## src/hdl/tkn_pkg.sv

```systemverilog
`timescale 1ns / 1ps

package tkn_pkg;

    // Default widths and fixed field widths
    localparam int TKN_POSITION_BITS = 24;
    localparam int TKN_LENGTH_BITS   = 16;
    localparam int LINE_BITS         = 16;
    localparam int KIND_BITS         = 3;
    localparam int QUEUE_DEPTH       = 4;
    localparam int APB_ADDR_BITS     = 3;

    // Register map (word index)
    localparam logic [APB_ADDR_BITS-3:0] REG_FIRST_LINE = '0;

    // Byte codes
    localparam logic [7:0] CHR_LPAREN = 8'h28;
    localparam logic [7:0] CHR_RPAREN = 8'h29;
    localparam logic [7:0] CHR_SEMI   = 8'h3B;
    localparam logic [7:0] CHR_PLUS   = 8'h2B;
    localparam logic [7:0] CHR_UNDER  = 8'h5F;
    localparam logic [7:0] CHR_LF     = 8'h0A;

    typedef enum logic [KIND_BITS-1:0] {
        KIND_INT    = 3'd0,
        KIND_WORD   = 3'd1,
        KIND_LPAREN = 3'd2,
        KIND_RPAREN = 3'd3,
        KIND_SEMI   = 3'd4,
        KIND_PLUS   = 3'd5,
        KIND_ERROR  = 3'd6
    } token_kind_t;

    typedef enum logic [1:0] {
        MODE_FRESH = 2'd0,
        MODE_IDLE  = 2'd1,
        MODE_INT   = 2'd2,
        MODE_WORD  = 2'd3
    } scan_mode_t;

    typedef enum logic [1:0] {
        CLS_SPACE,
        CLS_DIGIT,
        CLS_IDENT,
        CLS_OTHER
    } char_class_t;

    // Queue write strobes from the scanner
    typedef struct packed {
        logic wr0;
        logic wr1;
    } push_ctrl_t;

    function automatic char_class_t classify(input logic [7:0] c);
        char_class_t cls;
        if (c == 8'h20 || (c >= 8'h09 && c <= 8'h0D)) begin
            cls = CLS_SPACE;
        end else if (c >= 8'h30 && c <= 8'h39) begin
            cls = CLS_DIGIT;
        end else if ((c >= 8'h61 && c <= 8'h7A) || (c >= 8'h41 && c <= 8'h5A)
                     || c == CHR_UNDER) begin
            cls = CLS_IDENT;
        end else begin
            cls = CLS_OTHER;
        end
        return cls;
    endfunction

    function automatic token_kind_t single_kind(input logic [7:0] c);
        token_kind_t k;
        case (c)
            CHR_LPAREN: k = KIND_LPAREN;
            CHR_RPAREN: k = KIND_RPAREN;
            CHR_SEMI:   k = KIND_SEMI;
            CHR_PLUS:   k = KIND_PLUS;
            default:    k = KIND_ERROR;
        endcase
        return k;
    endfunction

endpackage

```

## src/hdl/tkn_scan.sv

```systemverilog
`timescale 1ns / 1ps

module tkn_scan import tkn_pkg::*; #(
    parameter int POSITION_BITS = TKN_POSITION_BITS,
    parameter int LENGTH_BITS   = TKN_LENGTH_BITS,
    localparam int TOK_W = KIND_BITS + LINE_BITS + POSITION_BITS + LENGTH_BITS + 1
) (
    input  logic                 aclk,
    input  logic                 aresetn,
    input  logic                 s_valid,
    output logic                 s_ready,
    input  logic [7:0]           s_char_byte,
    input  logic                 s_end_of_source,
    input  logic [LINE_BITS-1:0] first_line,
    input  logic                 q_space2,
    output push_ctrl_t           push,
    output logic [TOK_W-1:0]     tok0,
    output logic [TOK_W-1:0]     tok1
);

    // Input register
    logic       in_vld_reg, in_vld_next;
    logic [7:0] chr_reg;
    logic       eos_reg;

    // Scanner state
    scan_mode_t               mode_reg, mode_next;
    logic [POSITION_BITS-1:0] start_reg, start_next;
    logic [LENGTH_BITS-1:0]   len_reg, len_next;
    logic [LINE_BITS-1:0]     line_reg, line_next;
    logic [POSITION_BITS-1:0] pos_reg, pos_next;

    logic                     fire;
    char_class_t              cls;
    scan_mode_t               mode_eff, mode_mid;
    logic [LINE_BITS-1:0]     cur_line;
    logic [POSITION_BITS-1:0] cur_pos;
    logic                     cont, e_pend, e_single, e_flush, e_sec;
    token_kind_t              pend_kind, sec_kind, flush_kind;
    logic [POSITION_BITS-1:0] start_mid, sec_pos;
    logic [LENGTH_BITS-1:0]   len_mid, sec_len;
    logic [TOK_W-1:0]         pend_tok;

    assign fire    = in_vld_reg && q_space2;
    assign s_ready = !in_vld_reg || fire;

    // Input register load and drain
    always_comb begin
        in_vld_next = in_vld_reg;
        if (s_valid && s_ready) begin
            in_vld_next = 1'b1;
        end else if (fire) begin
            in_vld_next = 1'b0;
        end
    end

    always_ff @(posedge aclk) begin
        if (!aresetn) begin
            in_vld_reg <= 1'b0;
        end else begin
            in_vld_reg <= in_vld_next;
        end
        if (s_valid && s_ready) begin
            chr_reg <= s_char_byte;
            eos_reg <= s_end_of_source;
        end
    end

    // Per-byte token logic
    always_comb begin
        cls       = classify(chr_reg);
        mode_eff  = (mode_reg == MODE_FRESH) ? MODE_IDLE : mode_reg;
        cur_line  = (mode_reg == MODE_FRESH) ? first_line : line_reg;
        cur_pos   = (mode_reg == MODE_FRESH) ? '0 : pos_reg;

        // newline counts before any token this byte ends
        line_next = cur_line;
        if (chr_reg == CHR_LF && cur_line != '1) begin
            line_next = cur_line + 1'b1;
        end

        cont = (mode_eff == MODE_INT && cls == CLS_DIGIT) ||
               (mode_eff == MODE_WORD && (cls == CLS_DIGIT || cls == CLS_IDENT));

        e_pend    = 1'b0;
        e_single  = 1'b0;
        mode_mid  = mode_eff;
        start_mid = start_reg;
        len_mid   = len_reg;
        pend_kind = (mode_eff == MODE_INT) ? KIND_INT : KIND_WORD;

        if (cont) begin
            if (len_reg != '1) begin
                len_mid = len_reg + 1'b1;
            end
        end else begin
            if (mode_eff == MODE_INT || mode_eff == MODE_WORD) begin
                e_pend   = 1'b1;
                mode_mid = MODE_IDLE;
            end
            case (cls)
                CLS_SPACE: begin
                end
                CLS_DIGIT: begin
                    mode_mid  = MODE_INT;
                    start_mid = cur_pos;
                    len_mid   = LENGTH_BITS'(1);
                end
                CLS_IDENT: begin
                    mode_mid  = MODE_WORD;
                    start_mid = cur_pos;
                    len_mid   = LENGTH_BITS'(1);
                end
                default: begin
                    e_single = 1'b1;
                end
            endcase
        end

        pos_next = (cur_pos != '1) ? cur_pos + 1'b1 : cur_pos;

        // end of source flushes a pending integer or word
        e_flush    = eos_reg && (mode_mid == MODE_INT || mode_mid == MODE_WORD);
        flush_kind = (mode_mid == MODE_INT) ? KIND_INT : KIND_WORD;
        mode_next  = mode_mid;
        start_next = start_mid;
        len_next   = len_mid;
        if (eos_reg) begin
            mode_next  = MODE_FRESH;
            start_next = '0;
            len_next   = '0;
        end

        // second token: single-byte token or flushed one, never both
        e_sec    = e_single || e_flush;
        sec_kind = e_single ? single_kind(chr_reg) : flush_kind;
        sec_pos  = e_single ? cur_pos : start_mid;
        sec_len  = e_single ? LENGTH_BITS'(1) : len_mid;

        pend_tok = {pend_kind, line_next, start_reg, len_reg, !e_sec};
        tok1     = {sec_kind, line_next, sec_pos, sec_len, 1'b1};
        tok0     = e_pend ? pend_tok : tok1;
        push.wr0 = fire && (e_pend || e_sec);
        push.wr1 = fire && e_pend && e_sec;
    end

    // State registers
    always_ff @(posedge aclk) begin
        if (!aresetn) begin
            mode_reg  <= MODE_FRESH;
            start_reg <= '0;
            len_reg   <= '0;
            line_reg  <= LINE_BITS'(1);
            pos_reg   <= '0;
        end else if (fire) begin
            mode_reg  <= mode_next;
            start_reg <= start_next;
            len_reg   <= len_next;
            line_reg  <= line_next;
            pos_reg   <= pos_next;
        end
    end

    // Checks
    a_eos_fresh: assert property (@(posedge aclk) disable iff (!aresetn)
        (fire && eos_reg) |=> (mode_reg == MODE_FRESH))
        else $error("scanner not back to fresh after end of source");

    a_wr_order: assert property (@(posedge aclk) disable iff (!aresetn)
        push.wr1 |-> push.wr0)
        else $error("second token written without first");

    a_push_fire: assert property (@(posedge aclk) disable iff (!aresetn)
        push.wr0 |-> (in_vld_reg && q_space2))
        else $error("token pushed without a consumed item");

endmodule

```

## src/hdl/tkn_queue.sv

```systemverilog
`timescale 1ns / 1ps

module tkn_queue import tkn_pkg::*; #(
    parameter int POSITION_BITS = TKN_POSITION_BITS,
    parameter int LENGTH_BITS   = TKN_LENGTH_BITS,
    localparam int TOK_W = KIND_BITS + LINE_BITS + POSITION_BITS + LENGTH_BITS + 1
) (
    input  logic             aclk,
    input  logic             aresetn,
    input  push_ctrl_t       push,
    input  logic [TOK_W-1:0] tok0,
    input  logic [TOK_W-1:0] tok1,
    output logic             q_space2,
    output logic             m_valid,
    input  logic             m_ready,
    output logic [TOK_W-1:0] q_out
);

    localparam int PTR_W = $clog2(QUEUE_DEPTH);
    localparam int CNT_W = PTR_W + 1;

    logic [TOK_W-1:0] q_mem_reg [QUEUE_DEPTH];
    logic [PTR_W-1:0] head_reg, head_next;
    logic [PTR_W-1:0] tail_reg, tail_next;
    logic [CNT_W-1:0] count_reg, count_next;
    logic [PTR_W-1:0] tail_p1;
    logic             pop;

    assign tail_p1  = tail_reg + 1'b1;
    assign pop      = m_valid && m_ready;
    assign m_valid  = (count_reg != '0);
    assign q_space2 = (count_reg <= CNT_W'(QUEUE_DEPTH - 2));
    assign q_out    = q_mem_reg[head_reg];

    // Pointer and fill count update
    always_comb begin
        head_next  = pop ? head_reg + 1'b1 : head_reg;
        tail_next  = tail_reg + PTR_W'(push.wr0) + PTR_W'(push.wr1);
        count_next = count_reg + CNT_W'(push.wr0) + CNT_W'(push.wr1) - CNT_W'(pop);
    end

    always_ff @(posedge aclk) begin
        if (!aresetn) begin
            head_reg  <= '0;
            tail_reg  <= '0;
            count_reg <= '0;
        end else begin
            head_reg  <= head_next;
            tail_reg  <= tail_next;
            count_reg <= count_next;
        end
    end

    // Token storage, up to two writes per cycle
    always_ff @(posedge aclk) begin
        if (push.wr0) begin
            q_mem_reg[tail_reg] <= tok0;
        end
        if (push.wr1) begin
            q_mem_reg[tail_p1] <= tok1;
        end
    end

    // Checks
    a_no_overflow: assert property (@(posedge aclk) disable iff (!aresetn)
        count_reg <= CNT_W'(QUEUE_DEPTH))
        else $error("token queue overflow");

    a_room_two: assert property (@(posedge aclk) disable iff (!aresetn)
        push.wr1 |-> (count_reg <= CNT_W'(QUEUE_DEPTH - 2)))
        else $error("two tokens written without room");

    a_count_track: assert property (@(posedge aclk) disable iff (!aresetn)
        (!push.wr0 && !pop) |=> $stable(count_reg))
        else $error("fill count moved without push or pop");

endmodule

```

## src/hdl/byte_stream_tokenizer_core.sv

```systemverilog
`timescale 1ns / 1ps
// A byte waits in the input register until its tokens enter the queue on m_*.
// Throughput: one byte per cycle; a byte that ends one token and emits another
// gives two tokens, which leave one per cycle while m_ready is high, through a
// four-entry token queue; the input stalls while it has under two free entries.
// Reset (aresetn low, synchronous): queue empty, scanner fresh, first_line = 1.

module byte_stream_tokenizer_core import tkn_pkg::*; #(
    parameter int POSITION_BITS = TKN_POSITION_BITS,
    parameter int LENGTH_BITS   = TKN_LENGTH_BITS
) (
    input  logic                     aclk,
    input  logic                     aresetn,
    // byte input
    input  logic                     s_valid,
    output logic                     s_ready,
    input  logic [7:0]               s_char_byte,
    input  logic                     s_end_of_source,
    // token output
    output logic                     m_valid,
    input  logic                     m_ready,
    output logic [KIND_BITS-1:0]     m_token_kind,
    output logic [LINE_BITS-1:0]     m_token_line,
    output logic [POSITION_BITS-1:0] m_token_position,
    output logic [LENGTH_BITS-1:0]   m_token_length,
    output logic                     m_last_of_run,
    // configuration
    input  logic                     psel,
    input  logic                     penable,
    input  logic                     pwrite,
    input  logic [APB_ADDR_BITS-1:0] paddr,
    input  logic [31:0]              pwdata,
    output logic [31:0]              prdata,
    output logic                     pready
);

    localparam int TOK_W = KIND_BITS + LINE_BITS + POSITION_BITS + LENGTH_BITS + 1;

    logic [LINE_BITS-1:0] first_line_reg;
    logic                 reg_hit;
    push_ctrl_t           push;
    logic [TOK_W-1:0]     tok0, tok1, q_out;
    logic                 q_space2;

    // Configuration register
    assign pready  = 1'b1;
    assign reg_hit = (paddr[APB_ADDR_BITS-1:2] == REG_FIRST_LINE);
    assign prdata  = reg_hit ? 32'(first_line_reg) : '0;

    always_ff @(posedge aclk) begin
        if (!aresetn) begin
            first_line_reg <= LINE_BITS'(1);
        end else if (psel && penable && pwrite && pready && reg_hit) begin
            first_line_reg <= pwdata[LINE_BITS-1:0];
        end
    end

    tkn_scan #(
        .POSITION_BITS(POSITION_BITS),
        .LENGTH_BITS  (LENGTH_BITS)
    ) u_scan (
        .aclk           (aclk),
        .aresetn        (aresetn),
        .s_valid        (s_valid),
        .s_ready        (s_ready),
        .s_char_byte    (s_char_byte),
        .s_end_of_source(s_end_of_source),
        .first_line     (first_line_reg),
        .q_space2       (q_space2),
        .push           (push),
        .tok0           (tok0),
        .tok1           (tok1)
    );

    tkn_queue #(
        .POSITION_BITS(POSITION_BITS),
        .LENGTH_BITS  (LENGTH_BITS)
    ) u_queue (
        .aclk    (aclk),
        .aresetn (aresetn),
        .push    (push),
        .tok0    (tok0),
        .tok1    (tok1),
        .q_space2(q_space2),
        .m_valid (m_valid),
        .m_ready (m_ready),
        .q_out   (q_out)
    );

    // Token field unpack
    assign m_token_kind     = q_out[TOK_W-1 -: KIND_BITS];
    assign m_token_line     = q_out[TOK_W-KIND_BITS-1 -: LINE_BITS];
    assign m_token_position = q_out[LENGTH_BITS+POSITION_BITS : LENGTH_BITS+1];
    assign m_token_length   = q_out[LENGTH_BITS:1];
    assign m_last_of_run    = q_out[0];

endmodule

```

## config.mk

```make
export PLATFORM = sky130hd
export DESIGN_NAME = byte_stream_tokenizer_core
export DESIGN_NICKNAME = d
export VERILOG_FILES = /design/src/hdl/tkn_pkg.sv /design/src/hdl/tkn_scan.sv /design/src/hdl/tkn_queue.sv /design/src/hdl/byte_stream_tokenizer_core.sv
export SDC_FILE = /design/constraint.sdc
export NUM_CORES = 1
export LEC_CHECK = 0
export BUFFER_PORTS_ARGS = -buffer_cell sky130_fd_sc_hd__buf_2
export CAP_MARGIN = 0
export CORE_AREA = 2 2 188 190
export DETAILED_ROUTE_END_ITERATION = 7
export DIE_AREA = 0 0 190 192
export GPL_TIMING_DRIVEN = 0
export PLACE_DENSITY_LB_ADDON = 0.08
export SLEW_MARGIN = 40
export SYNTH_ARGS = -nofsm -noshare
export SYNTH_HDL_FRONTEND = slang
export SYNTH_SLANG_ARGS = --single-unit
```

## constraint.sdc

```tcl
create_clock -name aclk -period 4.1 [get_ports aclk]
set_clock_uncertainty 0.15 [all_clocks]
set_input_delay 0.205 -clock aclk [delete_from_list [all_inputs] [get_ports aclk]]
set_output_delay 0.205 -clock aclk [all_outputs]
set_load 0.005 [all_outputs]
```

[After elaboration in Yosys (flattened, before gate mapping)]
Memories as Yosys holds them, arrays and structs flattened. A register that Yosys moved wholly into a read port is not among the register bits.
Cells that the tools add are included.
Storage, ports and cells
  bits in registers: 115
  memories: 1
  bits in writable memories: 240
  output and inout port bits: 95
  bits of input ports: 51
Memories
  u_queue.q_mem_reg: words 4, bits a word 60, rd ports 1, clocked after memory_dff 1, wr ports 2, RTL line tkn_queue.sv:22  | logic [TOK_W-1:0] q_mem_reg [QUEUE_DEPTH];
Operators by class
  multiplexer cells: 39
  magnitude comparators: 9
  reduce and logical (&&, ||, !) cells: 35
  add/subtract/negate cells: 10
  bitwise gates (word level): 1
  eq/ne operators: 16
Operators by type and width (count)
  two-way mux 24 bit: 6
  two-way mux 16 bit: 8
  two-way mux 60 bit: 1
  equality test 8 x 6 -> 1 bit (second input constant): 5
  adder 16 x 1 -> 16 bit (second input constant): 2
  != test 16 bit (second input constant): 2
  adder 24 x 1 -> 24 bit (second input constant): 1
  != test 24 bit (second input constant): 1
  logical AND 1 bit: 17
  >= comparator 8 x 7 -> 1 bit (second input constant): 2
  less-or-equal comparator 8 x 7 -> 1 bit (second input constant): 2
  two-way mux 2 bit: 8
  two-way mux 1 bit: 13
  case mux 3 bit (4 select lines): 1
  equality test 2 bit (second input constant): 5
  logical OR 1 bit: 10
  equality test 8 x 4 -> 1 bit (second input constant): 1
  equality test 8 x 7 -> 1 bit (second input constant): 1
  >= comparator 8 x 4 -> 1 bit (second input constant): 1
  >= comparator 8 x 6 -> 1 bit (second input constant): 1
  less-or-equal comparator 8 x 4 -> 1 bit (second input constant): 1
  less-or-equal comparator 8 x 6 -> 1 bit (second input constant): 1
  adder 3 x 1 -> 3 bit: 2
  adder 2 x 1 -> 2 bit: 2
  13 further kinds: 16

[Logic depth before layout (Yosys ltp)]
  depth after elaboration: 21
  mapped depth: 16

[By module]
A second synthesis with hierarchy kept.
Unflattened totals
  cell total of the unflattened synthesis: 1687
  area total of the unflattened synthesis: 19935.4 um^2
Modules (own cells, without submodules)
  tkn_queue: cells each 628, area each 11981.5 um^2, times used 1
  tkn_scan: cells each 953, area each 7041.8 um^2, times used 1
  byte_stream_tokenizer_core: cells each 106, area each 912.1 um^2, times used 1

[Least setup slack after synthesis]
Ideal clock, no wire load.
  kind: reg2reg
  from: register u_scan.chr_reg[5]
  to: memory u_queue.q_mem_reg[2][10] (netlist bit) (enable)
  stages on the path, launching flop included: 13
  library setup time: 0.413 ns
  setup slack: -0.352 ns
  arrival time: 3.889 ns
  data required time: 3.537 ns
  clock period less this slack: 4.452 ns
  cell sequence: edfxtp_1 clkbuf_1 nand2b_1 o32ai_1 nand2_1 a21o_1 ha_1 nor4b_1 a31oi_1 nor3_1 nor2_1 buf_2 inv_1
RTL lines
  from (decl): RTL line tkn_scan.sv:23  | logic [7:0] chr_reg;
  from (signal assigned): RTL line tkn_scan.sv:64  | chr_reg <= s_char_byte;
  to (decl): RTL line tkn_queue.sv:22

==> results.cfg <==
[outcome]
status = finished clean

[yosys]
synth_xor_xnor_area_share_pct = 0.235
synth_sequential_area_ratio_pct = 51.4
synth_simple_gate_area_share_pct = 16.4
summed_instance_area_of_the_synthesized_netlist_mm2 = 0.0187
synth_cells = 1685
yosys_most_used_dff = sky130_fd_sc_hd__edfxtp_1
asyncSetResetFlopFracSynth_pct = 0
yosys_register_bits = 357
yosys_warnings = 0
syn-mean-instance-area_um2 = 11.1
post_synthesis_compound_gate_area_fraction_pct = 17.8
synth_fa_ha_area_share_pct = 0.858
edff_count_synth = 245
yosys-mux-area-fraction_pct = 8.82
synth_top_family_by_area = compound AO/OA/AOI/OAI gates
synth.lib_cells_used.distinct = 104

[cts]
cts.path.max_buffers = 3
clock_sink_count = 357
clock_tree.htree_level_count = 2
worst_setup_hold_path_clk_slew_ps = 60
insertion_delay_ps = 550
cts_made_buffers = 39
clock_root_buffer = sky130_fd_sc_hd__clkbuf_16
cts_tree = done

[timing]
max_slew.worst_pin.slew_ps = 922
timing_hold_violations_final = 0
fin_tns_setup_ps = 0
finalSetupViolCount = 0
unrepaired_setup_endpoints_after_global_routing = yes
slew_viol_final = 0
slew_headroom_pct = 38.6
timing.final.crit_share_pct = 99.9
period_needed_ps = 4100
maxClockFrequency_mhz = 244

[critical_path]
critical_path_start_end_classification = reg -> reg
worst_setup_path_end_kind = flip-flop
cp-start-kind = flip-flop
critPathArrivalTime_ps = 4240
critPathRequiredTime_ps = 4240
maximum_fanout_encountered_on_the_critical_timing_path = 21
reg2reg_launch_point = u_scan.chr_reg[5]
critPathLaunch = u_scan.chr_reg[5]

[hold_path]
timing.hold.worst.start = pwrite
worstHoldPathType = in -> reg

[grt]
grt_antenna_before_repair = 0
number_of_global_route_vias_before_repair = 15200
pin_count_of_the_biggest_net_entering_global_routing = 22
grt_overflow = 0
groute.usage.overall_pct = 34.0
first_pass_grt_wire_length_um = 92800

[die]
dieArea_mm2 = 0.0365
floorplan.die.height_um = 192
std_cell_rows = 68
floorplan.core_area_mm2 = 0.0343
floorplan.initialDensity_pct = 54.4
horizontal_die_dimension_um = 190
pin_count = 146

[place]
place.gp.congestion = 1.02
placed_cells_incl_taps = 2277
placement.cell_area_mm2 = 0.0202
place_hpwl_um = 43500
port_buffers = 109

[final_layout]
total_number_of_nets_in_the_final_design = 1964
post_route_cells_drive_above_1_share_pct = 21.3
n_antenna_cell = 0
final_common_cell = sky130_fd_sc_hd__edfxtp_1
area_delta_synth_final_pct = 18.0
largest_register_ff_count = 240
area_used_by_multi_input_combinational_logic_mm2 = 0.00855
seq_area_mm2 = 0.00960
fillCellCount = 2737
most-common-layout-cells = 245 x sky130_fd_sc_hd__edfxtp_1, 154 x sky130_fd_sc_hd__nand2_1, 147 x sky130_fd_sc_hd__buf_2, 127 x sky130_fd_sc_hd__nor2_1, 112 x sky130_fd_sc_hd__dfxtp_1
final_design_area_no_fill_mm2 = 0.0220
layout.cells.non_filler = 2386
postLayoutCoreUtil_pct = 64.2

[power]
cellLeakagePower_nw = 7.26
ir_drop_mv = 0.308
pwr_density_cell_mw_per_mm2 = 453

[routing]
detail_route.drc_violations = 0
routed_wirelength_normalized_by_instance_count_um = 25.8
ant_nets = 0
drt_pass1_iterations = 5
drt-total-wl_um = 61700
dr_total_vias = 15700
first_iter_violations = 1839
detail_route.vias_per_cell = 6.59

[run]
drv_cap = 0
[timing repair]
item | 4_1_cts | 5_1_grt
setup endpoints to repair | 354 | 416
hold buffers | 26 | 0
hold endpoints to repair | 26 | 0
pin swaps | 2 | 3
gates resized for setup | 13 | 31
gates cloned | 0 | 0
setup buffers | 9 | 5
[worst max-delay path, stage by stage (launching register included)]
cell and delay (ps):
sky130_fd_sc_hd__edfxtp_1 370, sky130_fd_sc_hd__clkbuf_8 170, sky130_fd_sc_hd__nand2b_1 190, sky130_fd_sc_hd__o32ai_2 230
sky130_fd_sc_hd__nand2_1 100, sky130_fd_sc_hd__a21o_1 230, sky130_fd_sc_hd__ha_4 310, sky130_fd_sc_hd__clkbuf_2 230
sky130_fd_sc_hd__nor2b_2 350, sky130_fd_sc_hd__nand2_1 260, sky130_fd_sc_hd__o2111a_2 270, sky130_fd_sc_hd__nor2_4 220
sky130_fd_sc_hd__buf_6 200, sky130_fd_sc_hd__clkinvlp_4 160, sky130_fd_sc_hd__buf_12 200, sky130_fd_sc_hd__buf_12 170
[final cells by class]
class                           count  area share, %
Buffer                            145           3.41
Clock buffer                       51           4.64
Clock inverter                     19          0.853
Inverter                           27          0.529
Multi-Input combinational cell   1169           38.8
Sequential cell                   357           43.6
Tap cell                          455           2.59
Timing Repair Buffer              163           5.53
[cell usage after synthesis, types with 19 or more instances]
library cell,number,area [um^2]
sky130_fd_sc_hd__and2_1,19,119
sky130_fd_sc_hd__nor3_1,90,450
sky130_fd_sc_hd__nor2b_1,20,125
sky130_fd_sc_hd__nand3_1,60,300
sky130_fd_sc_hd__nor2_1,135,507
sky130_fd_sc_hd__clkbuf_1,68,255
sky130_fd_sc_hd__a22oi_1,37,278
sky130_fd_sc_hd__nand2_1,154,578
sky130_fd_sc_hd__dfxtp_1,112,2240
sky130_fd_sc_hd__o21ai_0,52,260
sky130_fd_sc_hd__inv_1,26,97.6
sky130_fd_sc_hd__buf_4,25,188
sky130_fd_sc_hd__o2bb2ai_1,49,429
sky130_fd_sc_hd__mux4_2,60,1350
sky130_fd_sc_hd__a31oi_1,20,125
sky130_fd_sc_hd__buf_2,35,175
sky130_fd_sc_hd__mux2i_1,25,250
sky130_fd_sc_hd__a21oi_1,70,350
sky130_fd_sc_hd__a22o_1,24,210
sky130_fd_sc_hd__edfxtp_1,245,7360
[layer usage]
| layer | routed length (um) | up-vias | track usage, % |
|---|---|---|---|
| met5 | 0 | - | 0 |
| met1 | 25100 | 7701 | 46.8 |
| li1 | - | 7012 | - |
| met4 | 2290 | 0 | 13.4 |
| met2 | 28500 | 884 | 54.0 |
| met3 | 5790 | 135 | 5.83 |
[power by group]
group	switching (mW)	internal, mW
Sequential	0.0908	4.03
Combinational	1.44	0.984
Clock	1.48	1.96
[cell families after synthesis]
| logic type | after synthesis |
|---|---|
| simple gates | 601 |
| fa+ha+maj | 11 |
| mux | 89 |
| xor+xnor | 5 |
| compound gates | 446 |
| flops | 357 |
| buf+inv | 174 |
| other cells | 2 |
[stage by stage]
step	hold slack (ps)	total power, mW	setup WS (ps)
floorplan	154	5.56	10.5
global placement	232	6.41	-1690
detailed placement	233	6.50	-736
CTS	58.7	9.92	-20.1
global route	125	10.3	-117
finish	76.6	9.98	4.21
[final timing paths]
kind / end / slack [ps] / cells after the start
hold reg to reg: u_queue.q_mem_reg[3][0] / 320 / 1
setup / recovery: u_queue.q_mem_reg[2][57] / 4 / 15
setup reg to reg: u_queue.q_mem_reg[2][57] / 4 / 15
hold / removal: first_line_reg[15] / 80 / 4
(Power assumes the default switching activity.)
